$ cat src/hdl/radix_number_to_ascii_core_assert.svh
// Assertion macros for the radix-to-ASCII converter RTL.
// Depends on nothing; the including module must provide clk and rst_n.
`ifndef RADIX_NUMBER_TO_ASCII_CORE_ASSERT_SVH
`define RADIX_NUMBER_TO_ASCII_CORE_ASSERT_SVH

// checked only outside reset
`define RNA_ASSERT(lbl, prop, msg) \
  lbl: assert property (@(posedge clk) disable iff (!rst_n) prop) else $error(msg);

// checked at every edge, reset included
`define RNA_ASSERT_ALWAYS(lbl, prop, msg) \
  lbl: assert property (@(posedge clk) prop) else $error(msg);

`endif

$ cat src/hdl/rna_pkg.sv
// Package for the radix-to-ASCII converter: sequencer states, divider status,
// character codes and digit tables. No dependencies.
package rna_pkg;

  // quotient bits resolved per divider cycle
  localparam int RNA_DIV_STEP = 4;

  localparam logic [7:0] RADIX_MIN = 8'd2;
  localparam logic [7:0] RADIX_MAX = 8'd16;

  localparam logic [7:0] CH_NUL   = 8'h00;
  localparam logic [7:0] CH_MINUS = 8'h2D;
  localparam logic [7:0] CH_PLUS  = 8'h2B;
  localparam logic [7:0] CH_ZERO  = 8'h30;
  localparam logic [7:0] CH_SPACE = 8'h20;
  localparam logic [7:0] CH_B     = 8'h62;
  localparam logic [7:0] CH_O     = 8'h6F;
  localparam logic [7:0] CH_X     = 8'h78;

  localparam logic [7:0] DIGIT_UPPER [16] = '{
    8'h30, 8'h31, 8'h32, 8'h33, 8'h34, 8'h35, 8'h36, 8'h37,
    8'h38, 8'h39, 8'h41, 8'h42, 8'h43, 8'h44, 8'h45, 8'h46
  };
  localparam logic [7:0] DIGIT_LOWER [16] = '{
    8'h30, 8'h31, 8'h32, 8'h33, 8'h34, 8'h35, 8'h36, 8'h37,
    8'h38, 8'h39, 8'h61, 8'h62, 8'h63, 8'h64, 8'h65, 8'h66
  };

  typedef enum logic [3:0] {
    ST_IDLE,
    ST_ERR,
    ST_DIV_GO,
    ST_DIV_WAIT,
    ST_SIGN,
    ST_PRE0,
    ST_PRE1,
    ST_PAD,
    ST_DIG
  } rna_state_t;

  typedef struct packed {
    logic busy;
    logic done;
  } rna_div_stat_t;

  function automatic logic [7:0] digit_char(input logic [3:0] d, input logic upper);
    return upper ? DIGIT_UPPER[d] : DIGIT_LOWER[d];
  endfunction

endpackage

$ cat src/hdl/rna_divider.sv
// Iterative divider: VALUE_BITS-bit dividend by a 2..16 base, four quotient
// bits per cycle (restoring). Depends on rna_pkg.
module rna_divider #(
  parameter int VALUE_BITS = 32
) (
  input  logic                    clk,
  input  logic                    rst_n,
  input  logic                    start,
  input  logic [VALUE_BITS-1:0]   dividend,
  input  logic [4:0]              divisor,
  output logic [VALUE_BITS-1:0]   quotient,
  output logic [3:0]              remainder,
  output rna_pkg::rna_div_stat_t  stat
);
  import rna_pkg::*;

  localparam int PW   = ((VALUE_BITS + RNA_DIV_STEP - 1) / RNA_DIV_STEP) * RNA_DIV_STEP;
  localparam int ITER = PW / RNA_DIV_STEP;
  localparam int CNTW = $clog2(ITER + 1);

  logic [PW-1:0]   dv_r, dv_nxt;
  logic [3:0]      rem_r, rem_nxt;
  logic [4:0]      base_r;
  logic [CNTW-1:0] cnt_r;
  logic            busy_r, done_r;

  // one restoring step per quotient bit; remainder stays below the base
  always_comb begin
    logic [4:0]    t;
    logic [3:0]    r;
    logic [PW-1:0] d;
    r = rem_r;
    d = dv_r;
    for (int i = 0; i < RNA_DIV_STEP; i++) begin
      t = {r, d[PW-1]};
      if (t >= base_r) begin
        t = t - base_r;
        d = {d[PW-2:0], 1'b1};
      end else begin
        d = {d[PW-2:0], 1'b0};
      end
      r = t[3:0];
    end
    dv_nxt  = d;
    rem_nxt = r;
  end

  always_ff @(posedge clk) begin
    if (!rst_n) begin
      busy_r <= 1'b0;
      done_r <= 1'b0;
      cnt_r  <= '0;
    end else begin
      done_r <= 1'b0;
      if (start) begin
        busy_r <= 1'b1;
        cnt_r  <= CNTW'(ITER);
      end else if (busy_r) begin
        cnt_r <= cnt_r - CNTW'(1);
        if (cnt_r == CNTW'(1)) begin
          busy_r <= 1'b0;
          done_r <= 1'b1;
        end
      end
    end
  end

  always_ff @(posedge clk) begin
    if (start) begin
      dv_r   <= PW'(dividend);
      rem_r  <= '0;
      base_r <= divisor;
    end else if (busy_r) begin
      dv_r  <= dv_nxt;
      rem_r <= rem_nxt;
    end
  end

  assign quotient  = dv_r[VALUE_BITS-1:0];
  assign remainder = rem_r;
  assign stat.busy = busy_r;
  assign stat.done = done_r;

endmodule

$ cat src/hdl/radix_number_to_ascii_core.sv
// Radix number to ASCII converter, top level. Depends on rna_pkg, rna_divider
// and radix_number_to_ascii_core_assert.svh.
// One transaction in gives the text of one number out, one character per
// transaction, most significant first, last character flagged; an invalid base
// gives a single NUL character with bad_radix set. The block takes a new number
// only when the previous text has been fully handed to the output register.
// The shared divider resolves four quotient bits per cycle. Each digit takes a
// start step, the divider steps and a step that stores the digit. The sign, the
// two prefix characters, the padding characters and the digits then follow in
// that order, each emitted when the output register can take it.
module radix_number_to_ascii_core #(
  parameter int VALUE_BITS = 32,
  parameter int MAX_WIDTH  = 32
) (
  input  logic        clk,
  input  logic        rst_n,
  input  logic        in_valid,
  output logic        in_ready,
  input  logic [31:0] in_value,
  input  logic [7:0]  in_radix,
  input  logic        in_signed_mode,
  input  logic [7:0]  in_min_width,
  input  logic        in_show_prefix,
  input  logic        in_zero_fill,
  input  logic        in_force_plus,
  input  logic        in_upper_digits,
  output logic        out_valid,
  input  logic        out_ready,
  output logic [7:0]  out_char,
  output logic        out_last_char,
  output logic        out_bad_radix
);
  import rna_pkg::*;

  `include "radix_number_to_ascii_core_assert.svh"

  localparam int MAXV = (VALUE_BITS > MAX_WIDTH) ? VALUE_BITS : MAX_WIDTH;
  localparam int CW   = $clog2(MAXV + 1);
  localparam int DI   = $clog2(VALUE_BITS);

  rna_state_t state_r, state_nxt;

  logic [VALUE_BITS-1:0] mag_r;
  logic [4:0]            base_r;
  logic                  sign_en_r;
  logic [7:0]            sign_ch_r;
  logic                  pre_en_r;
  logic [7:0]            pre_ch_r;
  logic                  zfill_r;
  logic                  upper_r;
  logic [CW-1:0]         width_r;
  logic [CW-1:0]         nd_r;
  logic [3:0]            dig_r [VALUE_BITS];

  logic                  out_valid_r;
  logic [7:0]            char_r;
  logic                  last_r;
  logic                  bad_r;

  logic                  accept, ld;
  logic                  emit_vld, emit_last, emit_bad;
  logic [7:0]            emit_ch;
  logic [VALUE_BITS-1:0] in_mag, div_q;
  logic [3:0]            div_rem;
  logic                  in_neg, in_bad;
  logic [7:0]            in_wclamp;
  logic [DI-1:0]         rd_idx;
  rna_div_stat_t         div_stat;

  assign in_ready = (state_r == ST_IDLE);
  assign accept   = in_valid && in_ready;
  assign ld       = !out_valid_r || out_ready;

  assign in_bad    = (in_radix < RADIX_MIN) || (in_radix > RADIX_MAX);
  assign in_neg    = in_signed_mode && in_value[VALUE_BITS-1];
  assign in_mag    = in_neg ? (~in_value[VALUE_BITS-1:0] + VALUE_BITS'(1))
                            : in_value[VALUE_BITS-1:0];
  assign in_wclamp = (in_min_width > 8'(MAX_WIDTH)) ? 8'(MAX_WIDTH) : in_min_width;
  assign rd_idx    = DI'(nd_r - CW'(1));

  rna_divider #(
    .VALUE_BITS(VALUE_BITS)
  ) u_div (
    .clk       (clk),
    .rst_n     (rst_n),
    .start     (state_r == ST_DIV_GO),
    .dividend  (mag_r),
    .divisor   (base_r),
    .quotient  (div_q),
    .remainder (div_rem),
    .stat      (div_stat)
  );

  // next state
  always_comb begin
    state_nxt = state_r;
    case (state_r)
      ST_IDLE:     if (in_valid) state_nxt = in_bad ? ST_ERR : ST_DIV_GO;
      ST_ERR:      if (ld) state_nxt = ST_IDLE;
      ST_DIV_GO:   state_nxt = ST_DIV_WAIT;
      ST_DIV_WAIT: if (div_stat.done) state_nxt = (div_q == '0) ? ST_SIGN : ST_DIV_GO;
      ST_SIGN:     if (!sign_en_r || ld) state_nxt = ST_PRE0;
      ST_PRE0:     if (!pre_en_r || ld) state_nxt = ST_PRE1;
      ST_PRE1:     if (!pre_en_r || ld) state_nxt = ST_PAD;
      ST_PAD:      if (width_r <= nd_r) state_nxt = ST_DIG;
      ST_DIG:      if (ld && nd_r == CW'(1)) state_nxt = ST_IDLE;
      default:     state_nxt = ST_IDLE;
    endcase
  end

  // character offered to the output register
  always_comb begin
    emit_vld  = 1'b0;
    emit_ch   = CH_NUL;
    emit_last = 1'b0;
    emit_bad  = 1'b0;
    case (state_r)
      ST_ERR: begin
        emit_vld  = 1'b1;
        emit_last = 1'b1;
        emit_bad  = 1'b1;
      end
      ST_SIGN: begin
        emit_vld = sign_en_r;
        emit_ch  = sign_ch_r;
      end
      ST_PRE0: begin
        emit_vld = pre_en_r;
        emit_ch  = CH_ZERO;
      end
      ST_PRE1: begin
        emit_vld = pre_en_r;
        emit_ch  = pre_ch_r;
      end
      ST_PAD: begin
        emit_vld = (width_r > nd_r);
        emit_ch  = zfill_r ? CH_ZERO : CH_SPACE;
      end
      ST_DIG: begin
        emit_vld  = 1'b1;
        emit_ch   = digit_char(dig_r[rd_idx], upper_r);
        emit_last = (nd_r == CW'(1));
      end
      default: ;
    endcase
  end

  always_ff @(posedge clk) begin
    if (!rst_n) begin
      state_r     <= ST_IDLE;
      out_valid_r <= 1'b0;
    end else begin
      state_r <= state_nxt;
      if (emit_vld && ld) begin
        out_valid_r <= 1'b1;
      end else if (out_ready) begin
        out_valid_r <= 1'b0;
      end
    end
  end

  always_ff @(posedge clk) begin
    if (emit_vld && ld) begin
      char_r <= emit_ch;
      last_r <= emit_last;
      bad_r  <= emit_bad;
    end
  end

  always_ff @(posedge clk) begin
    if (accept) begin
      mag_r     <= in_mag;
      base_r    <= in_radix[4:0];
      sign_en_r <= in_neg || (in_signed_mode && in_force_plus);
      sign_ch_r <= in_neg ? CH_MINUS : CH_PLUS;
      pre_en_r  <= in_show_prefix && (in_radix == 8'd2 || in_radix == 8'd8 ||
                                      in_radix == 8'd16);
      pre_ch_r  <= (in_radix == 8'd2) ? CH_B : ((in_radix == 8'd8) ? CH_O : CH_X);
      zfill_r   <= in_zero_fill;
      upper_r   <= in_upper_digits;
      width_r   <= CW'(in_wclamp);
      nd_r      <= '0;
    end else begin
      case (state_r)
        ST_DIV_WAIT: begin
          if (div_stat.done) begin
            dig_r[nd_r[DI-1:0]] <= div_rem;
            nd_r                <= nd_r + CW'(1);
            mag_r               <= div_q;
          end
        end
        ST_PAD: if (width_r > nd_r && ld) width_r <= width_r - CW'(1);
        ST_DIG: if (ld) nd_r <= nd_r - CW'(1);
        default: ;
      endcase
    end
  end

  assign out_valid     = out_valid_r;
  assign out_char      = char_r;
  assign out_last_char = last_r;
  assign out_bad_radix = bad_r;

  `RNA_ASSERT(a_idle_div_quiet, in_ready |-> !div_stat.busy, "divider busy while idle")
  `RNA_ASSERT(a_bad_is_last,
              out_valid && out_bad_radix |-> out_last_char && out_char == CH_NUL,
              "error result malformed")
  `RNA_ASSERT(a_digit_bound, !in_ready |-> nd_r <= CW'(VALUE_BITS), "digit count past value width")
  `RNA_ASSERT(a_accept_blocks, in_valid && in_ready |=> !in_ready, "second transaction taken while busy")

endmodule

$ cat config.mk
export PLATFORM = sky130hd
export DESIGN_NAME = radix_number_to_ascii_core
export DESIGN_NICKNAME = d
export VERILOG_FILES = /design/src/hdl/rna_pkg.sv /design/src/hdl/rna_divider.sv /design/src/hdl/radix_number_to_ascii_core.sv
export VERILOG_INCLUDE_DIRS = /design/src /design/src/hdl
export SDC_FILE = /design/constraint.sdc
export NUM_CORES = 1
export LEC_CHECK = 0
export ABC_AREA = 1
export BUFFER_PORTS_ARGS = -buffer_cell sky130_fd_sc_hd__buf_2
export CAP_MARGIN = 20
export CORE_MARGIN = 2
export CORE_UTILIZATION = 43
export CTS_BUF_LIST = sky130_fd_sc_hd__clkbuf_4
export CTS_CLUSTER_DIAMETER = 80
export DETAILED_ROUTE_END_ITERATION = 10
export PLACE_DENSITY = 0.56
export SLEW_MARGIN = 20
export SYNTH_ARGS = -nofsm -noshare
export SYNTH_HDL_FRONTEND = slang
export SYNTH_SLANG_ARGS = --single-unit
$ cat constraint.sdc
create_clock -name clk -period 12.7 [get_ports clk]
set_input_delay 0.635 -clock clk [delete_from_list [all_inputs] [get_ports clk]]
set_output_delay 0.635 -clock clk [all_outputs]
set_load 0.03 [all_outputs]
==> impl_metrics.json, run 1 <==
{
  "outcome": "completed",
  "dp_hpwl_mm": 21.2,
  "regArea_um2": 7240,
  "clkLatencyLatePin_ns": 0.68,
  "num_rows": 63,
  "grt_pass1_wl_mm": 51.5,
  "placed_cell_area_um2": 13700,
  "cts_buffers": 71,
  "final_cells": 1974,
  "synth_cells": 1426,
  "postCtsResizedCells": 0,
  "hold_path_class": "input port to register",
  "synth_fp_nets": 1524,
  "grt_use_met2": 0.362,
  "avgSynthCellArea_um2": 9.10,
  "r2r_setup_slack_ns": 6.31,
  "synth-edff-count": 227,
  "tns_ns": 0,
  "die_h_um": 178,
  "path_common_cell": "nand2_1",
  "drc": 0,
  "power.leakage_nw": 6.09,
  "fin_ws_ns": 6.31,
  "dp_cells": 1851,
  "use_met1": 0.268,
  "place_ws_ns": 6.41,
  "cts_tree": "yes",
  "cp_num_buf_inv": 2,
  "grt_overflow": 0,
  "critical-path-slowest-cell": "o21ai_0",
  "synth_area_leaders": "edfxtp_1, nand2_1, nand3_1, inv_1, o21ai_0",
  "root_buffer": "clkbuf_4",
  "clock_path_buffers": 3,
  "grtUsageMet3": 0.0356,
  "nets": 1633,
  "grtUsageTotal": 0.211,
  "ys.flop_type": "edfxtp_1",
  "final_cell_mix": "nand2_1, edfxtp_1, inv_1",
  "final_area_um2": 14600,
  "antenna_found_initial": 1,
  "r2r_cells": 30,
  "min_period_over_period": 0.503,
  "finalPower_mw": 4.17,
  "synth.distinct_cells": 47,
  "drt_iter0_drc": 693,
  "grt_max_degree": 70,
  "critPathKind": "register to register",
  "endpoint_kind": "register",
  "fin_skew_ns": 0.0527,
  "fin_util": 0.492,
  "dieWidth_um": 178,
  "grt_setup_unrepaired": "false",
  "cts_setup_buffers": 0,
  "setup.worst_path.end": "u_div.remainder[2]$_SDFFE_PP0P_",
  "core_um2": 29600,
  "drv_slew": 0,
  "worst_pin_slew_ns": 0.968,
  "crit_arrival_ns": 7.00,
  "ys_seq_area_frac": 0.558,
  "ir_drop_mv": 0.193,
  "ys_seq_elements": 248,
  "io_buffers": 67,
  "synthArstFlopShare": 0,
  "reg2reg_to": "u_div.remainder[2]$_SDFFE_PP0P_",
  "slew_headroom": 0.352,
  "start_util": 0.438,
  "min_from": "in_zero_fill",
  "crit_fanout": 35,
  "setup_viol_count_final": 0,
  "via_per_inst": 5.12,
  "routed_wl_mm": 32.2,
  "startpoint": "u_div.remainder[1]$_SDFFE_PP0P_",
  "wire_per_inst_um": 16.3,
  "synth_top_cell_by_area": "edfxtp_1",
  "fillers": 2867,
  "cp_data_required_time_ns": 13.31,
  "whs_ns": 0.134,
  "fin_crit_ns": 6.39,
  "ios": 69,
  "p_per_area_nw_per_um2": 286,
  "fmax_mhz": 156,
  "antenna_left": 0,
  "cts.sinks": 248,
  "syn_to_final_growth_pct": 12.5,
  "vias": 10116,
  "multi_input_comb_area_um2": 4890,
  "grt_pass1_vias": 10096,
  "yosys.area.top_type_share": 0.526,
  "cp-start-kind": "register",
  "place.gp.congestion": 0.855,
  "die_area_um2": 31600,
  "final_common_cell": "nand2_1",
  "r2r_start": "u_div.remainder[1]$_SDFFE_PP0P_",
  "hold_buffers": 0,
  "clk_transition_reported_paths_ns": 0.07,
  "cpPeakStageDelay_ns": 0.41,
  "timing.max_cap.violations": 0,
  "synth_area_um2": 13000,
  "drtPass1Iterations": 5,
  "drive_above_1_share": 0.147,
  "cp_top_family": "compound AO/OA/AOI/OAI gates",
  "cp.depth": 30,
  "busiest_layer": "met2",
  "ys_warn_count": 0,
  "htree_levels": 3,
  "hold_violations": 0
}
==> power breakdown <==
group	switching, mW	internal, mW	total, mW
combinational	1.46	0.708	2.16
clock	0.340	0.400	0.740
sequential	0.0892	1.18	1.27
total	1.88	2.29	4.17
==> synth_stat cells, types with 2 or more instances <==
cell type  count
nand2_2        5
buf_4          4
inv_2          8
xor2_1        20
nand3_2        8
inv_1        156
buf_2         22
o31ai_1        2
ha_1          37
o21bai_1       4
buf_1          3
fa_1           4
a21o_1         2
o21ai_0       97
nand2_1      388
xnor2_1        9
clkbuf_1      15
dfxtp_1       21
nand3b_1       6
o21ai_1        5
o21a_1         3
nor3_1        17
nand3_1      137
nor4_1         2
nand4_1       21
a31oi_1        7
nor2_1       128
or2_2          9
nor3_2         3
edfxtp_1     227
a21oi_1       31
o211ai_1       5
buf_6          2
a22o_1         2
o22ai_1        4
==> worst min path at each step <==
stage	end	cells after the start
finish	zfill_r$_DFFE_PP_	1
global route	zfill_r$_DFFE_PP_	1
CTS	zfill_r$_DFFE_PP_	1
detailed placement	u_div.base_r[4]$_DFFE_PP_	0
global placement	u_div.base_r[4]$_DFFE_PP_	0
floorplan	u_div.base_r[0]$_DFFE_PP_	0
==> kinds of logic after synthesis <==
group	synth area share
and+or+nand+nor	0.242
adders and majority gates	0.0419
buffers and inverters	0.0655
other	0.000289
AOI/OAI and AO/OA	0.0701
DFF	0.558
xor gates and xnor gates	0.0221
==> state kept, by name (all words and copies together) (netlist names), 4 cells and up <==
register,count
width_r,6
u_div.base_r,5
u_div.cnt_r,4
mag_r,32
u_div.quotient,32
nd_r,6
dig_r,128
state_r,4
out_char,7
base_r,5
pre_ch_r,4
u_div.remainder,4
==> layer usage <==
| layer | vias up | wire length (um) |
|---|---|---|
| li1 | 5051 | - |
| met2 | 282 | 15500 |
| met4 | 0 | 708 |
| met1 | 4717 | 14400 |
| met5 | - | 0 |
| met3 | 66 | 1590 |
==> cell type report <==
type                            instances  share of cell area
Clock buffer                           99              0.0510
Multi-Input combinational cell        967               0.335
Sequential cell                       248               0.496
Antenna cell                            1            0.000172
Inverter                              165              0.0425
Timing Repair Buffer                   82              0.0314
Clock inverter                         22             0.00969
Tap cell                              390              0.0335
(Power assumes the default switching activity.)
==> run 2, diff against run 1 <==
ABC_AREA = 0   (was 1)
PLACE_DENSITY = 0.59   (was 0.56)
clock period = 5.2 ns   (was 12.7 ns; I/O delays follow)
==> run 2 against run 1 <==
- critical path depth shrank 2
- hold slack got worse by 0.097 ns
- register-to-register slack worse by 6.1 ns
- setup slack worse by 6.1 ns
- via count down 16%
- synthesized cell count decreased by 29%
- die area fell by 5.0%
- largest power group is now sequential cells
==> impl_metrics.json, run 2 <==
{
  "outcome": "completed",
  "io_buffers": 67,
  "regArea_um2": 7240,
  "slew_headroom": 0.360,
  "fmax_mhz": 202,
  "synth.distinct_cells": 73,
  "place.gp.congestion": 0.784,
  "num_rows": 61,
  "dp_hpwl_mm": 19.2,
  "wire_per_inst_um": 18.0,
  "drt_iter0_drc": 516,
  "ys_warn_count": 0,
  "clk_transition_reported_paths_ns": 0.06,
  "cp-start-kind": "register",
  "fin_crit_ns": 4.96,
  "nets": 1283,
  "syn_to_final_growth_pct": 18.3,
  "yosysMostFrequentCell": "edfxtp_1",
  "largest_reg_flops": 128,
  "p_per_area_nw_per_um2": 483,
  "hold_path_class": "input port to register",
  "synth_commonest_cells": "edfxtp_1, nand2_1, nor2_1",
  "synth_fp_nets": 1115,
  "fin_skew_ns": 0.0493,
  "yosys.area.top_type_share": 0.554,
  "tns_ns": 0,
  "cts_tree": "yes",
  "grtUsageTotal": 0.194,
  "ir_drop_mv": 0.403,
  "die_area_um2": 30000,
  "critical-path-slowest-cell": "edfxtp_1",
  "root_buffer": "clkbuf_4",
  "ys_seq_elements": 248,
  "whs_ns": 0.0370,
  "endpoint_kind": "register",
  "dp_cells": 1452,
  "grt_max_degree": 61,
  "crit_arrival_ns": 5.54,
  "antenna_left": 0,
  "synth_area_um2": 12300,
  "hold_violations": 0,
  "synth-edff-count": 227,
  "grt_pass1_vias": 8586,
  "clkLatencyLatePin_ns": 0.67,
  "power.leakage_nw": 5.36,
  "vias": 8523,
  "worst_pin_slew_ns": 0.952,
  "cts_buffers": 67,
  "synth_top_cell_by_area": "edfxtp_1",
  "final_area_um2": 14600,
  "timing.max_cap.violations": 0,
  "grt_pass1_wl_mm": 45.5,
  "grt_overflow": 0,
  "die_h_um": 173,
  "cp_top_family": "compound AO/OA/AOI/OAI gates",
  "dieWidth_um": 173,
  "ios": 69,
  "cpPeakStageDelay_ns": 0.44,
  "crit_fanout": 7,
  "synth_area_leaders": "edfxtp_1, nand2_1, mux4_2, ha_1, dfxtp_1",
  "min_period_over_period": 0.953,
  "htree_levels": 3,
  "antenna_found_initial": 1,
  "avgSynthCellArea_um2": 12.1,
  "ys.flop_type": "edfxtp_1",
  "drtPass1Iterations": 5,
  "fillers": 2488,
  "placed_cell_area_um2": 13200,
  "start_util": 0.439,
  "drive_above_1_share": 0.230,
  "cp_num_buf_inv": 1,
  "ys_seq_area_frac": 0.588,
  "clock_path_buffers": 3,
  "grt_setup_unrepaired": "true",
  "synth_cells": 1017,
  "path_common_cell": "o21ai_1",
  "cts.sinks": 248,
  "final_common_cell": "edfxtp_1",
  "final_cells": 1613,
  "routed_wl_mm": 29.0,
  "synthArstFlopShare": 0,
  "setup_viol_count_final": 0,
  "multi_input_comb_area_um2": 4810,
  "via_per_inst": 5.28,
  "drv_slew": 0,
  "drc": 0,
  "core_um2": 28000,
  "cp_data_required_time_ns": 5.78,
  "critPathKind": "register to register",
  "final_cell_mix": "edfxtp_1, nand2_1, clkbuf_4"
}
==> run 2: final timing paths <==
path                                     endpoint  slack [ns]                      start  cells past startpoint
hold / removal                mag_r[30]$_DFFE_PP_        0.04               in_value[30]                      3
setup reg to reg  u_div.remainder[0]$_SDFFE_PP0P_        0.24  u_div.base_r[0]$_DFFE_PP_                     28
setup / recovery  u_div.remainder[0]$_SDFFE_PP0P_        0.24  u_div.base_r[0]$_DFFE_PP_                     28
hold reg to reg         u_div.base_r[0]$_DFFE_PP_        0.43        base_r[0]$_DFFE_PP_                      0
==> run 2: power breakdown <==
part | internal (mW) | total, mW | switching (mW)
clock network | 1.00 | 1.82 | 0.813
registers | 2.60 | 2.72 | 0.123
logic | 1.14 | 2.50 | 1.36
==> run 2: logic make-up after synthesis <==
group                    synth area share
AO/OA/AOI/OAI                      0.0875
XOR/XNOR                           0.0397
adder cells (fa/ha/maj)            0.0441
buffers and inverters              0.0312
flip-flops                          0.588
multiplexers                       0.0768
other                            0.000305
AND/OR/NAND/NOR                     0.132
==> run 2: layout make-up <==
type / instances / share of cell area
flip-flops and latches: 248 / 0.497
repair buffers: 141 / 0.0679
diodes: 1 / 0.000172
clock inverters: 15 / 0.00842
clock buffers: 103 / 0.0531
multi-input cells: 686 / 0.330
well taps: 378 / 0.0325
inverters: 41 / 0.0106
==> run 2: timing repair <==
item	in CTS	in global routing
hold buffers	34	0
hold endpoints to repair	42	0
endpoints found under the setup margin	5	5
buffers inserted	3	5
pin swaps	4	22
resized for setup	5	19
==> run 2: worst register-to-register path: cells and delay by family, from the launching register on <==
kind / cells / cell delay (ns)
buffers and inverters: 1 / 0.17
AND/OR/NAND/NOR: 4 / 0.44
flip-flops: 1 / 0.44
adder cells (fa/ha/maj): 4 / 1.15
multiplexers: 3 / 0.58
AO/OA/AOI/OAI: 16 / 2.11
==> run 2: metal layers <==
metal / track usage / vias to the layer above / part of all wire / wire length (um)
li1: - / 4121 / - / -
met1: 0.240 / 4081 / 0.42 / 12200
met2: 0.333 / 262 / 0.50 / 14400
met3: 0.0334 / 59 / 0.055 / 1580
met4: 0.0847 / 0 / 0.028 / 818
met5: 0 / - / 0 / 0
==> run 2: through the flow <==
stage               power [mW]  worst slack, ns   util
global placement          4.84           0.0537  0.470
detailed placement        4.89           -0.118  0.470
global route              7.47           -0.139  0.520
finish                    7.04            0.242  0.520
CTS                       6.90           0.0239  0.516
floorplan                 4.21           0.0340      -
==> run 3, diff against run 2 <==
REMOVE_ABC_BUFFERS = 1   (was default)
==> run 3 against run 2 <==
- setup slack better by 0.022 ns
- sequential share of layout area barely moved
- clock skew rose by 0.034 ns
- combinational power up 5%
- routed wire length decreased by 1.3%
- critical endpoint unchanged
==> impl_metrics.json, run 3 (same netlist as run 2, synthesis figures left out) <==
{
  "place.gp.congestion": 0.794,
  "cpPeakStageDelay_ns": 0.40,
  "grt_max_degree": 66,
  "ir_drop_mv": 0.379,
  "io_buffers": 67,
  "fin_ws_ns": 0.264,
  "outcome": "completed",
  "clkLatencyLatePin_ns": 0.68,
  "min_period_over_period": 0.949,
  "hold_violations": 0,
  "drtPass1Iterations": 7,
  "grtUsageTotal": 0.193,
  "htree_levels": 3,
  "fin_crit_ns": 4.94,
  "core_um2": 28000,
  "cts.sinks": 248,
  "grt_setup_unrepaired": "true",
  "drt_iter0_drc": 596,
  "dp_hpwl_mm": 18.9,
  "vias": 8549,
  "num_rows": 61,
  "ios": 69,
  "cts_buffers": 68,
  "dieWidth_um": 173,
  "place_ws_ns": -0.192,
  "dp_cells": 1457,
  "start_util": 0.439,
  "die_h_um": 173,
  "endpoint_kind": "register",
  "largest_reg_flops": 128,
  "drc": 0,
  "routed_wl_mm": 28.6,
  "fin_util": 0.520,
  "crit_fanout": 7,
  "clock_path_buffers": 3,
  "syn_to_final_growth_pct": 18.3,
  "final_cells": 1616,
  "die_area_um2": 30000,
  "cp_data_required_time_ns": 5.77,
  "drv_slew": 0,
  "hold_path_class": "input port to register",
  "grt_pass1_wl_mm": 45.4,
  "root_buffer": "clkbuf_4",
  "cp_top_family": "compound AO/OA/AOI/OAI gates",
  "grt_overflow": 0,
  "drive_above_1_share": 0.222,
  "slew_headroom": 0.376,
  "clk_transition_reported_paths_ns": 0.06,
  "crit_arrival_ns": 5.51,
  "fmax_mhz": 203,
  "antenna_found_initial": 1,
  "critPathKind": "register to register",
  "nets": 1287,
  "critical-path-slowest-cell": "edfxtp_1",
  "whs_ns": 0.0595,
  "p_per_area_nw_per_um2": 487,
  "antenna_left": 0,
  "via_per_inst": 5.29,
  "timing.max_cap.violations": 0,
  "cp_num_buf_inv": 2,
  "cp-start-kind": "register",
  "wire_per_inst_um": 17.7,
  "power.leakage_nw": 5.36,
  "final_common_cell": "edfxtp_1",
  "grt_pass1_vias": 8493,
  "cts_tree": "yes",
  "worst_pin_slew_ns": 0.924,
  "fin_skew_ns": 0.0837,
  "setup_viol_count_final": 0,
  "final_cell_mix": "edfxtp_1, nand2_1, clkbuf_4"
}
## run 3: changes by cell type in the layout (fill, tap and decap cells not counted), sizes merged
cell         before  now
clkbuf          103   92
buf             107  109
dlygate4sd3      34   35
inv              41   42
clkinvlp          3    2
clkinv           10   21
## run 3: power breakdown
| group | switching, mW | internal, mW |
|---|---|---|
| clock | 0.825 | 0.936 |
| combinational | 1.39 | 1.24 |
| sequential | 0.114 | 2.60 |
## run 3: per-stage QoR
stage / TNS, ns / power [mW] / area (um^2)
after floorplan: -3.20 / 4.13 / 12100
after global placement: -0.0173 / 5.02 / 13200
after detailed placement: -0.547 / 5.06 / 13200
after CTS: 0 / 6.89 / 14400
after global routing: -0.302 / 7.57 / 14600
final: 0 / 7.10 / 14600
## run 3: what timing repair did
| action | 4_1_cts | 5_1_grt |
|---|---|---|
| hold buffers | 35 | 0 |
| pin swaps | 3 | 23 |
| endpoints found under the hold margin | 39 | 0 |
| buffers inserted | 2 | 4 |
| setup endpoints to repair | 5 | 5 |
| gates resized for setup | 3 | 29 |
| cloned | 0 | 0 |
## run 3: per-layer routing
metal / up-vias / GRT usage / part of all wire
met5: - / 0 / 0
met4: 0 / 0.0685 / 0.023
met3: 54 / 0.0325 / 0.045
met2: 250 / 0.322 / 0.49
met1: 4132 / 0.254 / 0.44
li1: 4113 / - / -
## run 3: path summary, 6_finish.rpt
kind	cells after the start	slack [ns]	end	start
max	25	0.26	u_div.remainder[0]$_SDFFE_PP0P_	u_div.quotient[31]$_DFFE_PP_
min	3	0.06	mag_r[26]$_DFFE_PP_	in_value[26]
max reg2reg	25	0.26	u_div.remainder[0]$_SDFFE_PP0P_	u_div.quotient[31]$_DFFE_PP_
min reg2reg	0	0.42	u_div.base_r[2]$_DFFE_PP_	base_r[2]$_DFFE_PP_
## run 3: final cells by class
type / instances / area, um^2
fillers: 2461 / 13400
flip-flops and latches: 248 / 7240
multi-input cells: 686 / 4820
repair buffers: 144 / 1010
clock buffers: 92 / 691
well taps: 378 / 473
clock inverters: 26 / 184
inverters: 41 / 154
diodes: 1 / 2.50
## run 3: worst register-to-register path: cells and delay by family, from the launching register on
kind                     cells  cell delay [ns]
AO/OA/AOI/OAI               12             1.63
multiplexers                 5             1.28
adder cells (fa/ha/maj)      4             1.05
flip-flops                   1             0.40
buffers and inverters        2             0.30
AND/OR/NAND/NOR              2             0.26
